## src/design/pct_pkg.sv

```systemverilog
`default_nettype none
package pct_pkg;
	localparam int MaxSamples = 64;
	localparam int FracBits = 16;
	localparam int CntW = $clog2(MaxSamples + 1);

	typedef enum logic [3:0] {
		OP_LINE = 4'd0, OP_QUAD = 4'd1, OP_CUBIC = 4'd2, OP_RLINE = 4'd3,
		OP_RQUAD = 4'd4, OP_RCUBIC = 4'd5, OP_ORIGIN = 4'd6, OP_CLEAR = 4'd7,
		OP_CLOSE = 4'd8
	} op_t;

	typedef enum logic [3:0] {
		ST_IDLE, ST_REL, ST_TDIV, ST_LERP, ST_OUT
	} state_t;

	// Request to the shared interpolation unit.
	typedef struct packed {
		logic        start;
		logic [31:0] a;
		logic [31:0] b;
		logic [FracBits:0] t;
	} lerp_req_t;

	// Saturating 32-bit addition.
	function automatic logic [31:0] sat_add(input logic [31:0] a, input logic [31:0] b);
		logic [32:0] s;
		s = {a[31], a} + {b[31], b};
		if (s[32] != s[31])
			return s[32] ? 32'h8000_0000 : 32'h7fff_ffff;
		return s[31:0];
	endfunction
endpackage
`default_nettype wire

```

## src/design/pct_lerp.sv

```systemverilog
`default_nettype none
// Interpolation unit: a + floor(((b - a) * t + half) >> FracBits).
module pct_lerp (
	input  wire logic            clk,
	input  wire logic            arst_n,
	input  wire pct_pkg::lerp_req_t req,
	output logic                 done,
	output logic [31:0]          res
);
	logic signed [32:0] diff;
	logic signed [33+pct_pkg::FracBits:0] prod_s1;
	logic [31:0] a_s1;
	logic        v_s1;

	assign diff = $signed({req.b[31], req.b}) - $signed({req.a[31], req.a});

	// Multiply stage.
	always_ff @(posedge clk or negedge arst_n) begin
		if (!arst_n) begin
			v_s1 <= 1'b0;
			done <= 1'b0;
		end else begin
			v_s1 <= req.start;
			done <= v_s1;
		end
	end

	always_ff @(posedge clk) begin
		prod_s1 <= diff * $signed({1'b0, req.t});
		a_s1    <= req.a;
	end

	// Round, shift and add stage.
	logic signed [33+pct_pkg::FracBits:0] rnd;
	assign rnd = prod_s1 + $signed((34+pct_pkg::FracBits)'(1) <<< (pct_pkg::FracBits - 1));
	always_ff @(posedge clk) begin
		res <= a_s1 + 32'(rnd >>> pct_pkg::FracBits);
	end
endmodule
`default_nettype wire

```

## src/design/pct_tdiv.sv

```systemverilog
`default_nettype none
// Restoring divider for t = (2*i*2^F + d) / (2*d), one quotient bit a cycle.
module pct_tdiv (
	input  wire logic                       clk,
	input  wire logic                       arst_n,
	input  wire logic                       start,
	input  wire logic [pct_pkg::CntW-1:0]   idx,
	input  wire logic [pct_pkg::CntW-1:0]   d,
	output logic                            done,
	output logic [pct_pkg::FracBits:0]      t
);
	localparam int NW = pct_pkg::CntW + pct_pkg::FracBits + 2;
	localparam int BW = $clog2(NW + 1);
	logic [NW-1:0] num_q;
	logic [NW:0]   rem_q;
	logic [NW:0]   div_q;
	logic [BW-1:0] bit_q;
	logic          busy_q;
	logic [NW:0]   trial;

	assign trial = {rem_q[NW-1:0], num_q[NW-1]};

	always_ff @(posedge clk or negedge arst_n) begin
		if (!arst_n) begin
			busy_q <= 1'b0;
			done   <= 1'b0;
			bit_q  <= '0;
			rem_q  <= '0;
			num_q  <= '0;
			div_q  <= '0;
		end else begin
			done <= 1'b0;
			if (start) begin
				busy_q <= 1'b1;
				bit_q  <= BW'(NW);
				rem_q  <= '0;
				num_q  <= (NW'(idx) << (pct_pkg::FracBits + 1)) + NW'(d);
				div_q  <= (NW+1)'(d) << 1;
			end else if (busy_q) begin
				if (trial >= div_q) begin
					rem_q <= trial - div_q;
					num_q <= {num_q[NW-2:0], 1'b1};
				end else begin
					rem_q <= trial;
					num_q <= {num_q[NW-2:0], 1'b0};
				end
				bit_q <= bit_q - BW'(1);
				if (bit_q == BW'(1)) begin
					busy_q <= 1'b0;
					done   <= 1'b1;
				end
			end
		end
	end
	// Quotient bits accumulate in num_q as it shifts out.
	assign t = num_q[pct_pkg::FracBits:0];
endmodule
`default_nettype wire

```

## src/design/path_command_tessellator_core.sv

```systemverilog
`default_nettype none
// Channel | Dir | Beat contents
// s_axis  | in  | tuser: operation; tdata: ax, ay, bx, by, cx, cy, sample_count
// m_axis  | out | tdata: px, py; tuser: is_origin, closed; tlast: last
// A curve point first divides for its t, then runs 6 (quad) or 12 (cubic) lerps
// on the shared unit, one after the other, and then gives one output beat.
// A command is taken in the idle state; lines, origin and clear then go to the
// output state, and relative commands first pass a state that adds the offsets.
// The input is not ready while a command is in work; output stalls hold it.
// Reset sets last point to zero, origin_only and clears the loop flag.
module path_command_tessellator_core (
	input  wire logic         clk,
	input  wire logic         arst_n,
	input  wire logic         s_axis_tvalid,
	output logic              s_axis_tready,
	// ax[31:0], ay, bx, by, cx, cy, sample_count[198:192], zero pad
	input  wire logic [199:0] s_axis_tdata,
	// operation[3:0]
	input  wire logic [3:0]   s_axis_tuser,
	output logic              m_axis_tvalid,
	input  wire logic         m_axis_tready,
	// px[31:0], py[63:32]
	output logic [63:0]       m_axis_tdata,
	// is_origin, closed
	output logic [1:0]        m_axis_tuser,
	output logic              m_axis_tlast
);
	localparam int CW = pct_pkg::CntW;
	pct_pkg::state_t st_q, st_d;
	logic [3:0] op_q;
	logic [31:0] p_q [0:7]; // x0,y0,ax,ay,bx,by,cx,cy
	logic [31:0] w_q [0:5];
	logic [CW-1:0] n1_q, i_q;
	logic [3:0] step_q;
	logic [pct_pkg::FracBits:0] t_q;
	logic [31:0] lx_q, ly_q;
	logic origin_only_q, loop_q;
	logic [31:0] ox_q, oy_q;
	logic org_q, fin_q, ov_q;
	logic lbusy_q;
	logic [6:0] sc;
	logic [3:0] in_op;
	pct_pkg::lerp_req_t lreq;
	logic ldone, tdone, tstart;
	logic [31:0] lres;
	logic [pct_pkg::FracBits:0] tval;

	assign in_op = s_axis_tuser;
	assign sc    = s_axis_tdata[198:192];
	assign s_axis_tready = (st_q == pct_pkg::ST_IDLE);
	assign m_axis_tvalid = ov_q;
	assign m_axis_tdata  = {oy_q, ox_q};
	assign m_axis_tuser  = {loop_q, org_q};
	assign m_axis_tlast  = fin_q;

	pct_tdiv u_tdiv (.clk, .arst_n, .start(tstart), .idx(i_q), .d(n1_q),
		.done(tdone), .t(tval));
	pct_lerp u_lerp (.clk, .arst_n, .req(lreq), .done(ldone), .res(lres));

	// Lerp schedule: step selects operands from the working set.
	// Quad: w0=l(p0,a) w1=l(a,b) w2=l(w0,w1). Cubic: adds w2'=l(b,c) etc.
	logic [31:0] la, lb;
	logic [2:0]  wdst;
	logic        lastx;
	always_comb begin
		la = '0; lb = '0; wdst = '0;
		// Operands per step; x and y interleave by step[0].
		if (op_q == pct_pkg::OP_QUAD) begin
			case (step_q[3:1])
				3'd0: begin la = p_q[{2'd0,step_q[0]}]; lb = p_q[{2'd1,step_q[0]}]; wdst = 3'd0; end
				3'd1: begin la = p_q[{2'd1,step_q[0]}]; lb = p_q[{2'd2,step_q[0]}]; wdst = 3'd2; end
				default: begin la = w_q[{2'd0,step_q[0]}]; lb = w_q[{2'd1,step_q[0]}]; wdst = 3'd4; end
			endcase
		end else begin
			case (step_q[3:1])
				3'd0: begin la = p_q[{2'd0,step_q[0]}]; lb = p_q[{2'd1,step_q[0]}]; wdst = 3'd0; end
				3'd1: begin la = p_q[{2'd1,step_q[0]}]; lb = p_q[{2'd2,step_q[0]}]; wdst = 3'd2; end
				3'd2: begin la = p_q[{2'd2,step_q[0]}]; lb = p_q[{2'd3,step_q[0]}]; wdst = 3'd4; end
				3'd3: begin la = w_q[{2'd0,step_q[0]}]; lb = w_q[{2'd1,step_q[0]}]; wdst = 3'd0; end
				3'd4: begin la = w_q[{2'd1,step_q[0]}]; lb = w_q[{2'd2,step_q[0]}]; wdst = 3'd2; end
				default: begin la = w_q[{2'd0,step_q[0]}]; lb = w_q[{2'd1,step_q[0]}]; wdst = 3'd4; end
			endcase
		end
		lastx = (op_q == pct_pkg::OP_QUAD) ? (step_q == 4'd5) : (step_q == 4'd11);
	end
	assign lreq.start = (st_q == pct_pkg::ST_LERP) && !lbusy_q;
	assign lreq.a = la;
	assign lreq.b = lb;
	assign lreq.t = t_q;
	assign tstart = (st_q == pct_pkg::ST_TDIV) && !lbusy_q;

	always_ff @(posedge clk or negedge arst_n) begin
		if (!arst_n) st_q <= pct_pkg::ST_IDLE;
		else st_q <= st_d;
	end

	// Next state.
	always_comb begin
		st_d = st_q;
		unique case (st_q)
			pct_pkg::ST_IDLE:
				if (s_axis_tvalid) begin
					if (in_op == pct_pkg::OP_RLINE || in_op == pct_pkg::OP_RQUAD ||
						in_op == pct_pkg::OP_RCUBIC) st_d = pct_pkg::ST_REL;
					else if (in_op == pct_pkg::OP_QUAD || in_op == pct_pkg::OP_CUBIC)
						st_d = pct_pkg::ST_TDIV;
					else if (in_op == pct_pkg::OP_LINE || in_op == pct_pkg::OP_ORIGIN ||
						in_op == pct_pkg::OP_CLEAR) st_d = pct_pkg::ST_OUT;
				end
			pct_pkg::ST_REL:
				st_d = (op_q == pct_pkg::OP_LINE) ? pct_pkg::ST_OUT : pct_pkg::ST_TDIV;
			pct_pkg::ST_TDIV:
				if (lbusy_q && tdone) st_d = pct_pkg::ST_LERP;
			pct_pkg::ST_LERP:
				if (lbusy_q && ldone && lastx) st_d = pct_pkg::ST_OUT;
			pct_pkg::ST_OUT:
				if (ov_q && m_axis_tready) begin
					if (fin_q) st_d = pct_pkg::ST_IDLE;
					else st_d = pct_pkg::ST_TDIV;
				end
			default: st_d = pct_pkg::ST_IDLE;
		endcase
	end

	// Datapath and path state.
	always_ff @(posedge clk or negedge arst_n) begin
		if (!arst_n) begin
			lx_q <= '0; ly_q <= '0; origin_only_q <= 1'b1; loop_q <= 1'b0;
			ov_q <= 1'b0; lbusy_q <= 1'b0; op_q <= '0; step_q <= '0;
			i_q <= '0; n1_q <= '0; org_q <= 1'b0; fin_q <= 1'b0;
			t_q <= '0; ox_q <= '0; oy_q <= '0;
			for (int k = 0; k < 8; k++) p_q[k] <= '0;
			for (int k = 0; k < 6; k++) w_q[k] <= '0;
		end else begin
			if (lreq.start || tstart) lbusy_q <= 1'b1;
			if (ov_q && m_axis_tready) ov_q <= 1'b0;
			unique case (st_q)
				pct_pkg::ST_IDLE:
					if (s_axis_tvalid) begin
						op_q <= (in_op == pct_pkg::OP_RLINE || in_op == pct_pkg::OP_RQUAD ||
							in_op == pct_pkg::OP_RCUBIC) ? in_op - pct_pkg::OP_RLINE : in_op;
						for (int k = 0; k < 6; k++) p_q[k+2] <= s_axis_tdata[32*k +: 32];
						p_q[0] <= lx_q; p_q[1] <= ly_q;
						n1_q <= (sc < 7'd2) ? CW'(1) :
							(sc > 7'(pct_pkg::MaxSamples)) ? CW'(pct_pkg::MaxSamples - 1) :
							CW'(sc - 7'd1);
						i_q <= CW'(1); step_q <= '0;
						if (in_op == pct_pkg::OP_CLOSE) loop_q <= 1'b1;
						if (in_op == pct_pkg::OP_LINE) begin
							ox_q <= s_axis_tdata[31:0]; oy_q <= s_axis_tdata[63:32];
							lx_q <= s_axis_tdata[31:0]; ly_q <= s_axis_tdata[63:32];
							origin_only_q <= 1'b0; org_q <= 1'b0; fin_q <= 1'b1; ov_q <= 1'b1;
						end
						if (in_op == pct_pkg::OP_ORIGIN || in_op == pct_pkg::OP_CLEAR) begin
							ox_q <= s_axis_tdata[31:0]; oy_q <= s_axis_tdata[63:32];
							org_q <= 1'b1; fin_q <= 1'b1; ov_q <= 1'b1;
							if (origin_only_q || in_op == pct_pkg::OP_CLEAR) begin
								lx_q <= s_axis_tdata[31:0]; ly_q <= s_axis_tdata[63:32];
							end
							if (in_op == pct_pkg::OP_CLEAR) begin
								origin_only_q <= 1'b1; loop_q <= 1'b0;
							end
						end
					end
				pct_pkg::ST_REL: begin
					for (int k = 2; k < 8; k++)
						p_q[k] <= pct_pkg::sat_add(k[0] ? ly_q : lx_q, p_q[k]);
					if (op_q == pct_pkg::OP_LINE) begin
						ox_q <= pct_pkg::sat_add(lx_q, p_q[2]);
						oy_q <= pct_pkg::sat_add(ly_q, p_q[3]);
						lx_q <= pct_pkg::sat_add(lx_q, p_q[2]);
						ly_q <= pct_pkg::sat_add(ly_q, p_q[3]);
						origin_only_q <= 1'b0; org_q <= 1'b0; fin_q <= 1'b1; ov_q <= 1'b1;
					end
				end
				pct_pkg::ST_TDIV:
					if (lbusy_q && tdone) begin
						t_q <= tval; lbusy_q <= 1'b0; step_q <= '0;
					end
				pct_pkg::ST_LERP:
					if (lbusy_q && ldone) begin
						lbusy_q <= 1'b0;
						w_q[wdst + {2'd0, step_q[0]}] <= lres;
						step_q <= step_q + 4'd1;
						if (lastx && step_q[0]) begin
							ox_q <= w_q[4]; oy_q <= lres;
							lx_q <= w_q[4]; ly_q <= lres;
							org_q <= 1'b0; fin_q <= (i_q == n1_q); ov_q <= 1'b1;
							origin_only_q <= 1'b0;
						end
					end
				pct_pkg::ST_OUT:
					if (ov_q && m_axis_tready) i_q <= i_q + CW'(1);
				default: ;
			endcase
		end
	end
endmodule
`default_nettype wire

```

## config.mk

```make
export PLATFORM = sky130hd
export DESIGN_NAME = path_command_tessellator_core
export DESIGN_NICKNAME = d
export VERILOG_FILES = /design/src/design/pct_pkg.sv /design/src/design/pct_lerp.sv /design/src/design/pct_tdiv.sv /design/src/design/path_command_tessellator_core.sv
export SDC_FILE = /design/constraint.sdc
export NUM_CORES = 2
export LEC_CHECK = 0
export BUFFER_PORTS_ARGS = -buffer_cell sky130_fd_sc_hd__buf_2
export CAP_MARGIN = 20
export CORE_MARGIN = 2
export CORE_UTILIZATION = 40
export DETAILED_ROUTE_END_ITERATION = 7
export GPL_ROUTABILITY_DRIVEN = 1
export PLACE_DENSITY = 0.67
export SLEW_MARGIN = 30
export SYNTH_ARGS = -nofsm -noshare
export SYNTH_HDL_FRONTEND = slang
export SYNTH_SLANG_ARGS = --single-unit
```

## constraint.sdc

```tcl
create_clock -name clk -period 18.3 [get_ports clk]
set_input_delay 3.66 -clock clk [delete_from_list [all_inputs] [get_ports clk]]
set_output_delay 3.66 -clock clk [all_outputs]
set_load 0.02 [all_outputs]
```

After elaboration in Yosys (flattened, before gate mapping):

Index checks and enable logic that the tools add are counted.

* register bits: 803
* input port bits: 208
* output and inout port bits: 69
* logic and storage cells: 310

* add/subtract/negate cells: 17
* multiply operators: 1
* order comparisons: 9
* eq/ne operators: 36
* muxes and demuxes: 164
* bitwise logic cells: 5
* reductions and logical operators: 37

Operators by type and width (count)
* $mux 32: 57
* $bmux 32 s3: 7
* $pmux 192 s2: 1
* $pmux 32 s3: 4
* $pmux 32 s4: 2
* $add 32x32->33: 6
* $bwmux 192: 1
* $mux 192: 1
* $pmux 32 s2: 2
* $mux 25: 5
* $demux 32 s3: 1
* $mux 1: 53
* $add 48x17->48 const B: 1
* $mul 33x18->48: 1
* $mux 4: 11
* $sub 32x32->33: 1
* $add 32x32->32: 1
* $mux 7: 4
* $ge 26x8->1: 1
* $add 24x7->25: 1
* $sub 25x8->25: 1
* $eq 4x3->1 const B: 6
* $ge 4x4->1 const B: 5
* $pmux 4 s5: 1
* 46 further kinds: 95

Logic depth before layout (Yosys ltp):

* depth after elaboration: 11
* depth in mapped cells: 46

Hierarchy:

A second synthesis with hierarchy kept.

* cells, all modules: 7713
* area total of the unflattened synthesis: 69561.7 µm²

By module, submodules not included
* path_command_tessellator_core: instances 1, cells an instance 4714, area an instance 42364.4 µm², seq. area each 15616.2 µm²
* pct_lerp: instances 1, cells an instance 2641, area an instance 23690.2 µm², seq. area each 1991.9 µm²
* pct_tdiv: instances 1, cells an instance 358, area an instance 3507.1 µm², seq. area each 1601.5 µm²

Worst setup path before layout:

OpenSTA, ideal clock, no wires.

* path type: register to register
* from: register step_q[0]
* to: register u_lerp.prod_s1[47] in the netlist's numbering
* arrival: 10.554 ns
* required time: 18.169 ns
* setup slack: 7.614 ns
* stages on the path, launching flop included: 43
* clock period less this slack: 10.686 ns
* path through: dfrtp_1 -> clkbuf_1 -> clkbuf_1 -> buf_1 -> buf_1 -> mux2i_1 -> a21oi_1 -> ha_1 -> inv_1 -> fa_1 -> a211oi_2 -> o211ai_1 -> a21oi_1 -> o21ai_1 -> a41oi_2 -> o21ai_1 -> a221o_1 -> a21o_1 -> (+7 left out) -> inv_1 -> fa_1 -> fa_1 -> inv_1 -> fa_1 -> inv_1 -> ha_1 -> or2_2 -> nor3b_1 -> a22o_1 -> nor2_1 -> o2111ai_1 -> a211oi_2 -> o31ai_1 -> and3_1 -> o21ai_1 -> o21ai_0 -> xor3_1

* longest elaborated chain between the ends: 8
* elaborated cells on any way between the ends: 33
* classes of those cells: add/sub: 1; mul: 1; mux: 27; bitwise: 4

RTL lines
* start: declaration: RTL line path_command_tessellator_core.sv:34 `logic [3:0] step_q;`
* start signal: assignment: RTL line path_command_tessellator_core.sv:184 `step_q <= step_q + 4'd1;`
* $not 1->4 (not written as such) (tied with other cells)
* $bmux 32 s3, on equally long branches
* $mux 32, on equally long branches (2 in series)
* $pmux 32 s4 or $pmux 32 s2 (tied branches): RTL line path_command_tessellator_core.sv:75, path_command_tessellator_core.sv:69
* $mux 32 *: RTL line path_command_tessellator_core.sv:68 `if (op_q == pct_pkg::OP_QUAD) begin`
* net la[0]: RTL line path_command_tessellator_core.sv:62 `logic [31:0] la, lb;`
* $sub 32x32->33 *: RTL line pct_lerp.sv:15 `assign diff = $signed({req.b[31], req.b}) - $signed({req.a[31], req.a});`
* $mul 33x18->48 *: RTL line pct_lerp.sv:29 `prod_s1 <= diff * $signed({1'b0, req.t});`
* end signal: assignment: RTL line pct_lerp.sv:29
* end: declaration: RTL line pct_lerp.sv:11 `logic signed [33+pct_pkg::FracBits:0] prod_s1;`

Mark *: on every way through the listed nets, which the timed path passes. The rest lies on a longest branch. The select of a mux whose other input is x is not followed.
A chain may end at the register's enable or synchronous reset.

Worst setup path after layout:

* from: register step_q[0]
* to: register u_lerp.prod_s1[47] in the netlist's numbering

* longest elaborated chain between the ends: 8
* elaborated cells on any way between the ends: 33
* classes of those cells: add/sub: 1; mul: 1; mux: 27; bitwise: 4

RTL lines (RTL line)
* $not 2->4 (not written as such) (tied with other cells)
* $bmux 32 s3 (tied with other cells)
* $mux 32 (not written as such) (tied with other cells) (2 in series)
* $pmux 32 s4 or $pmux 32 s2 (tied branches): path_command_tessellator_core.sv:75, path_command_tessellator_core.sv:69
* $mux 32: path_command_tessellator_core.sv:68
* $sub 32x32->33 *: pct_lerp.sv:15
* $mul 33x18->48 *: pct_lerp.sv:29

Mark *: on every way between the ends. The rest lies on a longest branch, timed or not. The select of a mux whose other input is x is not followed.

==> summary.txt <==
CTS
  • CTS resizes: 0
  • Clock slew at reported path FFs: around 0.06 ns
  • Clock Path Buffers: 3
  • CTS Hold Bufs: 0
  • Setup bufs post-CTS: 0
  • CTS tree: yes
  • Clock sinks: roughly 790
  • TritonCTS Buffers: between 80 and 90
  • Worst-Skew Late Latency: about 0.7 ns
  • Number of H-tree levels: 3
  • CTS Root Cell: clkbuf_16

Route
  • Via-per-instance ratio: slightly below 6
  • Antenna-violating nets left: 0
  • Total number of vias: approximately 58k
  • Total wire length: around 230000 µm
  • Remaining DRCs: 0
  • Initial DRC count: 5672
  • Router iterations before antenna repair: 6
  • WL/cell: 23.4 µm

Logic synthesis
  • Seq/Total Area, Yosys: 28.1%
  • Synth Flop Type: dfrtp_1
  • Post-synth EDFFs: 0
  • Post-Syn Instances: 7501
  • Yosys top cell by area: dfrtp_1
  • Mapped Area: just under 0.07 mm²
  • Synth async-reset ratio: slightly below 90%
  • Ys Warns: 0
  • Synth Net Count: ~8.6k
  • Avg Inst Size Synth: between 9 and 10 µm²
  • Top cells by area, synth: dfrtp_1, fa_1, ha_1, mux2i_1, nand2_1
  • Yosys top cell area share: between 20 and 30%
  • #FFs+latches synth: roughly 800
  • Synth unique cells: 100

GRT
  • First-pass GRT wire length: between 300000 and 400000 µm
  • Tot GR Track Use: around a quarter
  • Vias in the first global route: 57.1k
  • Largest net degree at the start of global routing: about 160
  • Initial antenna violation count: 20
  • Total grt overflow: 0

Timing
  • # setup viols final: 0
  • RSZ-0062 raised after global routing: false
  • Final worst clock skew: between 0.03 and 0.04 ns
  • Sum of negative setup slack: 0 ns
  • Final Hold Fails: 0
  • Least-Margin Pin Slew: around 1.1 ns
  • Slew margin rel.: between 20% and 30%
  • Hold slack: about 0.36 ns
  • Final period utilization: 73.5%
  • Final min period: 13.45 ns
  • Pins over their slew limit: 0
  • Max Fclk: ~0.074 GHz

Cells and area
  • Layout cells sized above 1: 11.0%
  • Fin util: between 40% and 50%
  • Commonest non-fill, non-tap cell in the layout: nand2_1
  • Syn-to-layout area delta: 9.87%
  • Layout net count: about 8.7k
  • Commonest non-fill, non-tap cells in the layout: nand2_1, inv_1, dfrtp_1, fa_1, a21oi_1

Job
  • Max-Cap Viols: 0

Floorplan
  • Die Y-Extent: 418 µm
  • Initial Utilization: 40.4%
  • Core Region: between 0.15 and 0.2 mm²
  • Die Wd: 418 µm
  • Die area: about 0.17 mm²
  • Rows: around 150
  • Io pins: between 200 and 300

Critical path
  • Reg2Reg Depth: 40
  • CP Launch Type: register
  • CP max stage delay: 0.98 ns
  • Setup slack, reg-to-reg: just under 5 ns
  • CP Data Required Time: 18.85 ns
  • CP dominant cell by count: fa_1
  • FF-to-FF Start: step_q[0]
  • Cell family with the largest share of critical-path delay: compound AO/OA/AOI/OAI gates
  • CP Capture Type: register
  • Slowest library cell on the worst path: dfrtp_4
  • CP bufs+invs: 6
  • Worst reg2reg endpoint: u_lerp.prod_s1[47]
  • Worst-path maximum fanout: between 40 and 50
  • Critical path class: register to register
  • Crit path DAT: around 14 ns

Worst hold path
  • Hold_sp: u_lerp.v_s1
  • Worst hold endpoint: u_lerp.done
  • HP Class: register to register
  • Worst hold path depth: 0

Status
  • Status: finished clean

Placement
  • DP Wirelength: around 170000 µm
  • # port buffers: 275
  • Placer Congestion: ~1.0
## sequential cells by signal, indices dropped and copies added, names as in the netlist, 5 cells and up
| register | cells |
|---|---|
| oy_q | 32 |
| u_tdiv.bit_q | 5 |
| t_q | 17 |
| ox_q | 32 |
| i_q | 7 |
| u_lerp.prod_s1 | 33 |
| p_q | 256 |
| u_lerp.a_s1 | 32 |
| u_tdiv.num_q | 25 |
| u_lerp.res | 32 |
| ly_q | 32 |
| u_tdiv.div_q | 7 |
| w_q | 192 |
| n1_q | 7 |
| u_tdiv.rem_q | 25 |
| lx_q | 32 |
## how the worst max path moves through the flow
stage	from	endpoint	slack, ns	depth (start not counted)
2_1_floorplan	step_q[0]	u_lerp.prod_s1[47]	7.61	42
3_3_place_gp	step_q[0]	u_lerp.prod_s1[47]	5.18	40
3_5_place_dp	step_q[0]	u_lerp.prod_s1[47]	5.04	40
4_1_cts	step_q[0]	u_lerp.prod_s1[47]	4.96	40
5_1_grt	step_q[0]	u_lerp.prod_s1[47]	4.28	40
6_report	step_q[0]	u_lerp.prod_s1[47]	4.85	40
## Yosys cell counts (all sizes together), types with 26 or more instances
cell type  number
o21ai         387
ha            390
nand2b         76
nor2b          52
nor3           89
a21oi         526
a211oi         61
a21boi         49
a221oi         52
dfxtp          97
clkbuf        327
a31oi          73
and3           50
a22oi          40
o21bai         30
inv           735
o22ai         141
mux2          228
mux2i         378
nand4          26
xor2          109
fa            523
dfrtp         689
nand3          64
and2          284
buf            64
a21o          172
nor2          414
o21a           44
xnor2         205
nand2         845
## area by class of cell
type	instances	area, µm²
fill	16315	94400
multi-input combinational	5587	45300
sequential	787	19200
tap	2218	2780
inverter	736	2760
clock buffer	124	2580
timing repair buffer	373	2220
clock inverter	35	375
antenna	12	30.0
## logic make-up after synthesis
family | count (synthesis) | synth area share, %
DFF | 787 | 28.1
muxes | 606 | 9.28
AOI/OAI and AO/OA | 1773 | 16.6
adders and majority gates | 918 | 22.5
xor gates and xnor gates | 315 | 4.06
and+or+nand+nor | 1975 | 13.3
buffers and inverters | 1127 | 6.27
## stage by stage
step                cells  area [µm²]  setup slack, ns
detailed placement   9700       72200             5.04
global placement     9700       72100             5.18
global route         9872       75200             4.28
finish               9872       75200             4.85
CTS                  9859       75100             4.96
floorplan            7501       68500             7.61
## layer usage
metal  vias up  track usage (%)  routed length (µm)
met4         4             16.7               17000
met5         -                0                  21
li1      25724                -                   -
met2      2418             41.6              106000
met3       564             3.42               15800
met1     28852             33.2               91800
Power is not shown: default switching activity piles up to over one toggle a cycle in this logic, so the estimate is an artifact.
